[src/two_group_effect_size_and_t_score_macros.svh]
// Assertion helpers for the two-group comparison block.
`ifndef TWO_GROUP_EFFECT_SIZE_AND_T_SCORE_MACROS_SVH
`define TWO_GROUP_EFFECT_SIZE_AND_T_SCORE_MACROS_SVH

// Same-cycle implication, sampled on clk, off during reset.
`define TGES_ASSERT_NOW(label, ante, cons, msg) \
	label: assert property (@(posedge clk) disable iff (!arst_n) (ante) |-> (cons)) \
		else $error(msg);

// Next-cycle implication, sampled on clk, off during reset.
`define TGES_ASSERT_NEXT(label, ante, cons, msg) \
	label: assert property (@(posedge clk) disable iff (!arst_n) (ante) |=> (cons)) \
		else $error(msg);

`endif

[src/tges_pkg.sv]
package tges_pkg;

	localparam int CNT_W = 11;
	localparam logic [47:0] VAR_CAP = '1;

	typedef struct packed {
		logic signed [31:0] sample_value;
		logic               sample_group;
		logic               is_last;
		logic signed [31:0] mean_a;
		logic signed [31:0] mean_b;
		logic [30:0]        stdev_a;
		logic [30:0]        stdev_b;
		logic [CNT_W-1:0]   count_a;
		logic [CNT_W-1:0]   count_b;
	} in_t;

	typedef struct packed {
		logic signed [31:0] effect_size;
		logic signed [31:0] t_score;
		logic               degenerate;
	} out_t;

	// Request to a serial arithmetic unit; sqrt uses only a.
	typedef struct packed {
		logic        start;
		logic [63:0] a;
		logic [63:0] b;
	} unit_req_t;

	typedef struct packed {
		logic        done;
		logic [63:0] result;
	} unit_rsp_t;

	typedef enum logic [4:0] {
		ST_IDLE,
		ST_CM_A,
		ST_CM_B,
		ST_CM_DIV,
		ST_DEV,
		ST_POP_DIV,
		ST_POP_SQRT,
		ST_SA,
		ST_DA,
		ST_SB,
		ST_DB,
		ST_SP,
		ST_VN,
		ST_NN,
		ST_VD,
		ST_TROOT,
		ST_EFF,
		ST_TS,
		ST_OUT
	} state_t;

endpackage

[src/tges_mul.sv]
module tges_mul import tges_pkg::*; (
	input  logic      clk,
	input  logic      arst_n,
	input  unit_req_t req,
	output unit_rsp_t rsp
);

	logic        busy_q;
	logic [63:0] a_q;
	logic [63:0] b_q;
	logic [63:0] acc_q;

	// One multiplier bit per cycle; stop once the remaining bits are zero.
	always_ff @(posedge clk or negedge arst_n) begin
		if (!arst_n) begin
			busy_q <= 1'b0;
		end else if (req.start && !busy_q) begin
			busy_q <= 1'b1;
		end else if (busy_q && b_q == 64'd0) begin
			busy_q <= 1'b0;
		end
	end

	always_ff @(posedge clk) begin
		if (req.start && !busy_q) begin
			a_q   <= req.a;
			b_q   <= req.b;
			acc_q <= 64'd0;
		end else if (busy_q && b_q != 64'd0) begin
			if (b_q[0]) begin
				acc_q <= acc_q + a_q;
			end
			a_q <= {a_q[62:0], 1'b0};
			b_q <= {1'b0, b_q[63:1]};
		end
	end

	assign rsp.done   = busy_q && b_q == 64'd0;
	assign rsp.result = acc_q;

endmodule

[src/tges_div.sv]
module tges_div import tges_pkg::*; (
	input  logic      clk,
	input  logic      arst_n,
	input  unit_req_t req,
	output unit_rsp_t rsp
);

	logic        busy_q;
	logic [6:0]  cnt_q;
	logic [63:0] num_q;
	logic [63:0] den_q;
	logic [63:0] rem_q;
	logic [64:0] trial;
	logic        fits;

	// Restoring division, one quotient bit per cycle shifted into num_q.
	assign trial = {rem_q, num_q[63]};
	assign fits  = trial >= {1'b0, den_q};

	always_ff @(posedge clk or negedge arst_n) begin
		if (!arst_n) begin
			busy_q <= 1'b0;
			cnt_q  <= 7'd0;
		end else if (req.start && !busy_q) begin
			busy_q <= 1'b1;
			cnt_q  <= 7'd64;
		end else if (busy_q) begin
			if (cnt_q == 7'd0) begin
				busy_q <= 1'b0;
			end else begin
				cnt_q <= cnt_q - 7'd1;
			end
		end
	end

	always_ff @(posedge clk) begin
		if (req.start && !busy_q) begin
			num_q <= req.a;
			den_q <= req.b;
			rem_q <= 64'd0;
		end else if (busy_q && cnt_q != 7'd0) begin
			rem_q <= fits ? 64'(trial - {1'b0, den_q}) : trial[63:0];
			num_q <= {num_q[62:0], fits};
		end
	end

	assign rsp.done   = busy_q && cnt_q == 7'd0;
	assign rsp.result = num_q;

endmodule

[src/tges_sqrt.sv]
module tges_sqrt import tges_pkg::*; (
	input  logic      clk,
	input  logic      arst_n,
	input  unit_req_t req,
	output unit_rsp_t rsp
);

	logic        busy_q;
	logic [5:0]  cnt_q;
	logic [63:0] x_q;
	logic [33:0] rem_q;
	logic [31:0] root_q;
	logic [35:0] cur;
	logic [35:0] trial;
	logic        fits;

	// Two radicand bits per cycle, one root bit per cycle.
	assign cur   = {rem_q, x_q[63:62]};
	assign trial = {2'b00, root_q, 2'b01};
	assign fits  = cur >= trial;

	always_ff @(posedge clk or negedge arst_n) begin
		if (!arst_n) begin
			busy_q <= 1'b0;
			cnt_q  <= 6'd0;
		end else if (req.start && !busy_q) begin
			busy_q <= 1'b1;
			cnt_q  <= 6'd32;
		end else if (busy_q) begin
			if (cnt_q == 6'd0) begin
				busy_q <= 1'b0;
			end else begin
				cnt_q <= cnt_q - 6'd1;
			end
		end
	end

	always_ff @(posedge clk) begin
		if (req.start && !busy_q) begin
			x_q    <= req.a;
			rem_q  <= 34'd0;
			root_q <= 32'd0;
		end else if (busy_q && cnt_q != 6'd0) begin
			rem_q  <= fits ? 34'(cur - trial) : cur[33:0];
			root_q <= {root_q[30:0], fits};
			x_q    <= {x_q[61:0], 2'b00};
		end
	end

	assign rsp.done   = busy_q && cnt_q == 6'd0;
	assign rsp.result = {32'd0, root_q};

endmodule

[src/two_group_effect_size_and_t_score.sv]
// Two-group effect size and pooled t-score.
// Input channel: sample / sample_valid / sample_stall. Each transaction is one
// sample plus both group means, deviations and counts. Output channel:
// result / result_valid / result_stall, one transaction per sample marked
// is_last, carrying effect_size, t_score and the degenerate flag.
// All arithmetic runs on three shared serial units: a shift-add multiplier
// (one bit per cycle, stopping once the remaining multiplier bits are zero), a
// restoring divider and a square root.
// A plain sample takes one multiply (the squared deviation, up to 32
// multiplier bits). The first sample of a comparison adds two 11-bit
// multiplies and, unless both counts are zero, one divide. The last sample
// adds, unless the counts are degenerate, the final chain of up to five
// divides, two roots and six multiplies.
// sample_stall is low only while the block waits for a sample.
// A finished result sits in the output register; a new sample is taken
// meanwhile, and only the next result waits while result_stall is high.
// Reset clears the running sum and mean and arms the first-sample step.
module two_group_effect_size_and_t_score import tges_pkg::*; #(
	parameter int MAX_SAMPLES = 1024,
	parameter int VALUE_WIDTH = 32
) (
	input  logic clk,
	input  logic arst_n,
	input  logic sample_valid,
	output logic sample_stall,
	input  in_t  sample,
	output logic result_valid,
	input  logic result_stall,
	output out_t result
);

`include "two_group_effect_size_and_t_score_macros.svh"

	localparam int VW = (VALUE_WIDTH > 32) ? 32 : VALUE_WIDTH;
	localparam logic [16:0] MAX_L = 17'(MAX_SAMPLES);

	state_t state_q, state_nxt;

	in_t                item_q;
	logic               awaiting_q;
	logic [63:0]        dev_q;
	logic signed [32:0] cm_q;
	logic               sgn_q;
	logic [63:0]        t_q;
	logic [63:0]        u_q;
	logic [31:0]        pop_q;
	logic [31:0]        eff_q;
	logic [31:0]        ts_q;
	logic               degen_q;
	logic               launched_q;
	logic               result_valid_q;
	out_t               result_q;

	unit_req_t mul_req, div_req, sqrt_req;
	unit_rsp_t mul_rsp, div_rsp, sqrt_rsp;
	logic        unit_done;
	logic [63:0] unit_res;

	logic [CNT_W-1:0]   na, nb;
	logic [CNT_W:0]     n;
	logic               degen_cnt;
	logic signed [32:0] x_s, ma_s, mb_s;
	logic signed [33:0] dev_d, diff_d;
	logic [31:0]        dev_m;
	logic [32:0]        diff_m;
	logic [31:0]        ma_m, mb_m;
	logic signed [44:0] wsum;
	logic [64:0]        dev_add;
	logic               out_free;

	function automatic logic [32:0] sx(input logic [31:0] v);
		sx = {{(33 - VW){v[VW-1]}}, v[VW-1:0]};
	endfunction

	function automatic logic [CNT_W-1:0] clampc(input logic [CNT_W-1:0] c);
		clampc = ({6'd0, c} > MAX_L) ? MAX_L[CNT_W-1:0] : c;
	endfunction

	function automatic logic [63:0] capsh(input logic [63:0] v);
		logic [47:0] c;
		c = (v > {16'd0, VAR_CAP}) ? VAR_CAP : v[47:0];
		capsh = {c, 16'd0};
	endfunction

	function automatic logic [31:0] sat(input logic neg, input logic [63:0] q);
		logic [63:0] lim;
		logic [63:0] r;
		lim = 64'd1 << (VW - 1);
		if (q >= lim) begin
			r = neg ? (64'd0 - lim) : (lim - 64'd1);
		end else begin
			r = neg ? (64'd0 - q) : q;
		end
		sat = r[31:0];
	endfunction

	tges_mul u_mul (.clk(clk), .arst_n(arst_n), .req(mul_req), .rsp(mul_rsp));
	tges_div u_div (.clk(clk), .arst_n(arst_n), .req(div_req), .rsp(div_rsp));
	tges_sqrt u_sqrt (.clk(clk), .arst_n(arst_n), .req(sqrt_req), .rsp(sqrt_rsp));

	// Only one unit runs at a time.
	assign unit_done = mul_rsp.done | div_rsp.done | sqrt_rsp.done;
	assign unit_res  = mul_rsp.done ? mul_rsp.result :
	                   div_rsp.done ? div_rsp.result : sqrt_rsp.result;

	assign na        = clampc(item_q.count_a);
	assign nb        = clampc(item_q.count_b);
	assign n         = {1'b0, na} + {1'b0, nb};
	assign degen_cnt = na == '0 || nb == '0 || n == (CNT_W+1)'(2);

	assign x_s    = sx(item_q.sample_value);
	assign ma_s   = sx(item_q.mean_a);
	assign mb_s   = sx(item_q.mean_b);
	assign ma_m   = ma_s[32] ? 32'(-ma_s) : ma_s[31:0];
	assign mb_m   = mb_s[32] ? 32'(-mb_s) : mb_s[31:0];
	assign dev_d  = 34'(x_s) - 34'(cm_q);
	assign dev_m  = dev_d[33] ? 32'(-dev_d) : dev_d[31:0];
	assign diff_d = 34'(ma_s) - 34'(mb_s);
	assign diff_m = diff_d[33] ? 33'(-diff_d) : diff_d[32:0];

	assign wsum = (ma_s[32] ? -$signed({1'b0, t_q[43:0]}) : $signed({1'b0, t_q[43:0]}))
	            + (mb_s[32] ? -$signed({1'b0, unit_res[43:0]})
	                        : $signed({1'b0, unit_res[43:0]}));

	assign dev_add  = {1'b0, dev_q} + {17'd0, unit_res[63:16]};
	assign out_free = !result_valid_q || !result_stall;

	always_comb begin
		state_nxt = state_q;
		case (state_q)
			ST_IDLE:     if (sample_valid) state_nxt = awaiting_q ? ST_CM_A : ST_DEV;
			ST_CM_A:     if (unit_done) state_nxt = ST_CM_B;
			ST_CM_B:     if (unit_done) state_nxt = (n == '0) ? ST_DEV : ST_CM_DIV;
			ST_CM_DIV:   if (unit_done) state_nxt = ST_DEV;
			ST_DEV: begin
				if (unit_done) begin
					if (!item_q.is_last) state_nxt = ST_IDLE;
					else state_nxt = degen_cnt ? ST_OUT : ST_POP_DIV;
				end
			end
			ST_POP_DIV:  if (unit_done) state_nxt = ST_POP_SQRT;
			ST_POP_SQRT: if (unit_done) state_nxt = ST_SA;
			ST_SA:       if (unit_done) state_nxt = ST_DA;
			ST_DA:       if (unit_done) state_nxt = ST_SB;
			ST_SB:       if (unit_done) state_nxt = ST_DB;
			ST_DB:       if (unit_done) state_nxt = ST_SP;
			ST_SP:       if (unit_done) state_nxt = ST_VN;
			ST_VN:       if (unit_done) state_nxt = ST_NN;
			ST_NN:       if (unit_done) state_nxt = ST_VD;
			ST_VD:       if (unit_done) state_nxt = ST_TROOT;
			ST_TROOT: begin
				if (unit_done) begin
					state_nxt = (unit_res == 64'd0 || pop_q == 32'd0) ? ST_OUT : ST_EFF;
				end
			end
			ST_EFF:      if (unit_done) state_nxt = ST_TS;
			ST_TS:       if (unit_done) state_nxt = ST_OUT;
			ST_OUT:      if (out_free) state_nxt = ST_IDLE;
			default:     state_nxt = ST_IDLE;
		endcase
	end

	always_comb begin
		mul_req  = '0;
		div_req  = '0;
		sqrt_req = '0;
		sample_stall = state_q != ST_IDLE;
		case (state_q)
			ST_CM_A: begin
				mul_req.a = {32'd0, ma_m};
				mul_req.b = {53'd0, na};
			end
			ST_CM_B: begin
				mul_req.a = {32'd0, mb_m};
				mul_req.b = {53'd0, nb};
			end
			ST_CM_DIV: begin
				div_req.a = t_q;
				div_req.b = {52'd0, n};
			end
			ST_DEV: begin
				mul_req.a = {32'd0, dev_m};
				mul_req.b = {32'd0, dev_m};
			end
			ST_POP_DIV: begin
				div_req.a = dev_q;
				div_req.b = {52'd0, n};
			end
			ST_POP_SQRT: sqrt_req.a = capsh(t_q);
			ST_SA: begin
				mul_req.a = {33'd0, item_q.stdev_a};
				mul_req.b = {33'd0, item_q.stdev_a};
			end
			ST_DA: begin
				mul_req.a = t_q;
				mul_req.b = {53'd0, na - CNT_W'(1)};
			end
			ST_SB: begin
				mul_req.a = {33'd0, item_q.stdev_b};
				mul_req.b = {33'd0, item_q.stdev_b};
			end
			ST_DB: begin
				mul_req.a = t_q;
				mul_req.b = {53'd0, nb - CNT_W'(1)};
			end
			ST_SP: begin
				div_req.a = u_q;
				div_req.b = {52'd0, n - (CNT_W+1)'(2)};
			end
			ST_VN: begin
				mul_req.a = t_q;
				mul_req.b = {52'd0, n};
			end
			ST_NN: begin
				mul_req.a = {53'd0, na};
				mul_req.b = {53'd0, nb};
			end
			ST_VD: begin
				div_req.a = u_q;
				div_req.b = t_q;
			end
			ST_TROOT: sqrt_req.a = capsh(t_q);
			ST_EFF: begin
				div_req.a = {15'd0, diff_m, 16'd0};
				div_req.b = {32'd0, pop_q};
			end
			ST_TS: begin
				div_req.a = {15'd0, diff_m, 16'd0};
				div_req.b = t_q;
			end
			default: ;
		endcase
		// Launch once per compute state.
		mul_req.start  = !launched_q && (state_q == ST_CM_A || state_q == ST_CM_B ||
		                 state_q == ST_DEV || state_q == ST_SA || state_q == ST_DA ||
		                 state_q == ST_SB || state_q == ST_DB || state_q == ST_VN ||
		                 state_q == ST_NN);
		div_req.start  = !launched_q && (state_q == ST_CM_DIV || state_q == ST_POP_DIV ||
		                 state_q == ST_SP || state_q == ST_VD || state_q == ST_EFF ||
		                 state_q == ST_TS);
		sqrt_req.start = !launched_q && (state_q == ST_POP_SQRT || state_q == ST_TROOT);
	end

	always_ff @(posedge clk or negedge arst_n) begin
		if (!arst_n) begin
			state_q        <= ST_IDLE;
			launched_q     <= 1'b0;
			awaiting_q     <= 1'b1;
			dev_q          <= 64'd0;
			cm_q           <= 33'sd0;
			result_valid_q <= 1'b0;
		end else begin
			state_q <= state_nxt;
			if (state_nxt != state_q) begin
				launched_q <= 1'b0;
			end else if (mul_req.start || div_req.start || sqrt_req.start) begin
				launched_q <= 1'b1;
			end
			if (state_q == ST_IDLE && sample_valid) begin
				awaiting_q <= 1'b0;
			end
			if (state_q == ST_CM_B && unit_done && n == '0) begin
				cm_q <= 33'sd0;
			end
			if (state_q == ST_CM_DIV && unit_done) begin
				cm_q <= sgn_q ? 33'(-unit_res[32:0]) : unit_res[32:0];
			end
			if (state_q == ST_DEV && unit_done) begin
				dev_q <= dev_add[64] ? '1 : dev_add[63:0];
			end
			// Release the result and start a fresh comparison.
			if (state_q == ST_OUT && out_free) begin
				result_valid_q <= 1'b1;
				awaiting_q     <= 1'b1;
				dev_q          <= 64'd0;
				cm_q           <= 33'sd0;
			end else if (result_valid_q && !result_stall) begin
				result_valid_q <= 1'b0;
			end
		end
	end

	always_ff @(posedge clk) begin
		if (state_q == ST_IDLE && sample_valid) begin
			item_q <= sample;
		end
		if (unit_done) begin
			case (state_q)
				ST_CM_A: t_q <= unit_res;
				ST_CM_B: begin
					sgn_q <= wsum < 0;
					t_q   <= {20'd0, 44'(wsum < 0 ? -wsum : wsum)};
				end
				ST_DEV: begin
					eff_q   <= 32'd0;
					ts_q    <= 32'd0;
					degen_q <= degen_cnt;
				end
				ST_POP_DIV:  t_q <= unit_res;
				ST_POP_SQRT: pop_q <= unit_res[31:0];
				ST_SA:       t_q <= {16'd0, unit_res[63:16]};
				ST_DA:       u_q <= unit_res;
				ST_SB:       t_q <= {16'd0, unit_res[63:16]};
				ST_DB:       u_q <= u_q + unit_res;
				ST_SP:       t_q <= (unit_res > {16'd0, VAR_CAP}) ? {16'd0, VAR_CAP} : unit_res;
				ST_VN:       u_q <= unit_res;
				ST_NN:       t_q <= unit_res;
				ST_VD:       t_q <= unit_res;
				ST_TROOT: begin
					t_q <= unit_res;
					if (unit_res == 64'd0 || pop_q == 32'd0) begin
						degen_q <= 1'b1;
					end
				end
				ST_EFF:      eff_q <= sat(diff_d[33], unit_res);
				ST_TS:       ts_q <= sat(diff_d[33], unit_res);
				default: ;
			endcase
		end
		if (state_q == ST_OUT && out_free) begin
			result_q.effect_size <= eff_q;
			result_q.t_score     <= ts_q;
			result_q.degenerate  <= degen_q;
		end
	end

	assign result_valid = result_valid_q;
	assign result       = result_q;

	`TGES_ASSERT_NOW(a_result_from_out, $rose(result_valid), $past(state_q == ST_OUT),
		"result appeared without passing the output state")
	`TGES_ASSERT_NOW(a_degen_zero, result_valid && result.degenerate,
		result.effect_size == 32'sd0 && result.t_score == 32'sd0,
		"degenerate result carries nonzero values")
	`TGES_ASSERT_NEXT(a_accept_busy, sample_valid && !sample_stall, state_q != ST_IDLE,
		"accepted transaction did not start work")

endmodule
[config.mk]
export PLATFORM = sky130hd
export DESIGN_NAME = two_group_effect_size_and_t_score
export DESIGN_NICKNAME = d
export VERILOG_FILES = /design/src/tges_pkg.sv /design/src/tges_mul.sv /design/src/tges_div.sv /design/src/tges_sqrt.sv /design/src/two_group_effect_size_and_t_score.sv
export VERILOG_INCLUDE_DIRS = /design/src /design/src/src
export SDC_FILE = /design/constraint.sdc
export NUM_CORES = 2
export LEC_CHECK = 0
export ABC_AREA = 1
export BUFFER_PORTS_ARGS = -buffer_cell sky130_fd_sc_hd__buf_2
export CAP_MARGIN = 40
export CORE_ASPECT_RATIO = 1.25
export CORE_UTILIZATION = 40
export DETAILED_ROUTE_END_ITERATION = 10
export HOLD_SLACK_MARGIN = 0.12
export PLACE_DENSITY = 0.57
export SKIP_CTS_REPAIR_TIMING = 1
export SLEW_MARGIN = 20
export SYNTH_ARGS = -nofsm -noshare
export SYNTH_HDL_FRONTEND = slang
export SYNTH_HIERARCHICAL = 1
export SYNTH_SLANG_ARGS = --single-unit
[constraint.sdc]
create_clock -name clk -period 19.7 [get_ports clk]
set_clock_uncertainty 0.15 [all_clocks]
set_input_delay 0.985 -clock clk [delete_from_list [all_inputs] [get_ports clk]]
set_output_delay 0.985 -clock clk [all_outputs]
set_load 0.005 [all_outputs]
==> reports/qor.csv <==
metric;value;unit
cellLeakagePower;47.7;nW
utilization;0.446;
r2r_slack;10390;ps
start_util;0.403;
dieArea;223000;um2
final_common_cell;nand2_1;
cts_root_buf;clkbuf_16;
arrival;9640;ps
place.gp.congestion;1.05;
clk_latency;870;ps
drc;0;
synth_cells;13177;
n_fill_cell;23643;
grt_max_degree;177;
synth_warnings;6;
cts_buffers;139;
io_pins;253;
area.growth.synth_to_final;10.7;%
antenna_found_initial;45;
dr.pass1.iters;7;
crit_top_cell;nand2_1;
layout-drive-gt1-share;0.0646;
ys_seq_area_frac;0.347;
drt-wirelength-per-cell;24.9;um
grtUsageTotal;0.356;
fp.dieW;422;um
core_area;219000;um2
ant_nets;0;
port_buffers;251;
cp_max_fo;38;
setup_viol;0;
rsz0062_at_grt;no;
cellPowerDensity;84.8;nW/um2
layout_min_cycle_time;9310;ps
hold_viol;0;
clock_path_buffers;4;
grt-ovfl-total;0;
maxCapViolations;0;
critPathMaxStageDelay;740;ps
crit_path_end_kind;register;
maxSlewViolCount;0;
ir_drop;0.0692;mV
die_y;528;um
synth_async_sr_flop_share;0.109;
hpwlAfterDp;332;mm
synth_ff_type;edfxtp_1;
cp-start-kind;register;
synth_edf_count;792;
setup_tns;0;ps
maxSlewHeadroom;0.104;
nets;14029;
num_vias;90494;
synthDistinctLibCells;78;
crit_slowest_cell;a31oi_1;
critPathKind;reg2reg;
drt_iter0_markers;9924;
clk_pin_slew_worst_paths;60;ps
cts_max_level;4;
register_area;30700;um2
synth_area_per_cell;6.71;um2
hp-class;in2reg;
drt-vias-per-instance;5.50;
clock-sinks;1107;
grt_first_pass_wirelength;581;mm
outcome;finished clean;
worst_pin_slew;1340;ps
final_cell_mix;4298 x nand2_1, 2126 x inv_1, 1130 x nor2_1, 807 x nand3_1, 792 x edfxtp_1;
multi_input_area;48200;um2
tritoncts;yes;
rows;192;
crit_required;20030;ps
synth-seq-cells;1107;
finalCritPeriodShare;0.472;
synthesis.area;88400;um2
drt_wl_total;409;mm
first_global_vias;85676;
fmax;107;MHz
## per-stage QoR
step	hold slack (ps)	worst slack [ps]	area, um2	instances	power [W]
final	148	10390	97800	16458	0.00829
after detailed placement	255	10830	93100	16189	0.00564
after global placement	250	9460	92700	16159	0.00562
after floorplan	250	10290	88700	13255	0.00479
after global routing	124	10120	97800	16451	0.00873
after CTS	-62.7	10760	97600	16430	0.00828
## worst paths after layout
path | from | endpoint | depth (start not counted)
max | u_mul/b_q[32] | t_q[26] | 35
min | sample[51] | item_q[51] | 1
max reg2reg | u_mul/b_q[32] | t_q[26] | 35
min reg2reg | eff_q[13] | result[46] | 0
max in group asynchronous | arst_n | u_sqrt/busy_q | 5
min in group asynchronous | arst_n | u_div/cnt_q[3] | 2
## cells by family after synthesis
family / share of synthesized area
AO/OA/AOI/OAI: 0.125
XOR/XNOR: 0.0310
adder cells (fa/ha/maj): 0.0589
buffers and inverters: 0.113
flip-flops: 0.347
multiplexers: 0.000127
other: 0.0000850
AND/OR/NAND/NOR: 0.325
## state kept, by name, indices dropped and copies added, names as in the netlist, 5 cells and up
name           flops
item_q           181
result            65
dev_q             64
t_q               64
u_div/den_q       64
u_div/num_q       64
u_div/rem_q       64
u_mul/a_q         64
u_mul/acc_q       64
u_mul/b_q         64
u_q               64
u_sqrt/x_q        64
u_sqrt/rem_q      34
cm_q              33
eff_q             32
pop_q             32
ts_q              32
u_sqrt/root_q     32
u_div/cnt_q        7
u_sqrt/cnt_q       6
state_q            5
## cell usage after synthesis, types with 65 or more instances
cell,number,area [um2]
nand2_1,4304,16200
inv_1,2131,8000
nor2_1,1144,4290
nand3_1,807,4040
edfxtp_1,792,23800
o21ai_0,700,3500
a21oi_1,617,3090
ha_1,403,5040
clkbuf_1,220,826
dfxtp_1,194,3880
xor2_1,190,1660
nand4_1,168,1050
nor3_1,135,676
xnor2_1,123,1080
dfrtp_1,120,3000
nand3b_1,87,653
o22ai_1,75,469
o21ai_1,68,340
a31oi_1,65,407
## worst max-delay path, delay by kind of cell (launching register included)
kind                     cells  cell delay [ps]
AND/OR/NAND/NOR             20             3720
buffers and inverters        8             2250
AO/OA/AOI/OAI                6             2060
adder cells (fa/ha/maj)      1              430
flip-flops                   1              350
## where the power goes
| part | total [W] | switching, W | internal [W] |
|---|---|---|---|
| clock | 0.00264 | 0.00109 | 0.00155 |
| combinational | 0.00268 | 0.00183 | 0.000851 |
| sequential | 0.00297 | 0.000191 | 0.00278 |
## layout make-up
class,count,area share
inverters,2172,0.0835
well taps,2910,0.0372
multi-input cells,9610,0.492
clock buffers,187,0.0383
clock inverters,54,0.00758
repair buffers,402,0.0271
diodes,16,0.000409
flip-flops and latches,1107,0.314
## metal layers
metal / wire length [um] / up-vias / part of all wire / track usage
li1: - / 42975 / - / -
met1: 157000 / 42440 / 0.38 / 0.430
met2: 186000 / 4011 / 0.45 / 0.583
met3: 36300 / 1032 / 0.089 / 0.0692
met4: 29800 / 36 / 0.073 / 0.221
met5: 225 / - / 0.00055 / 0
(Power assumes the default switching activity.)
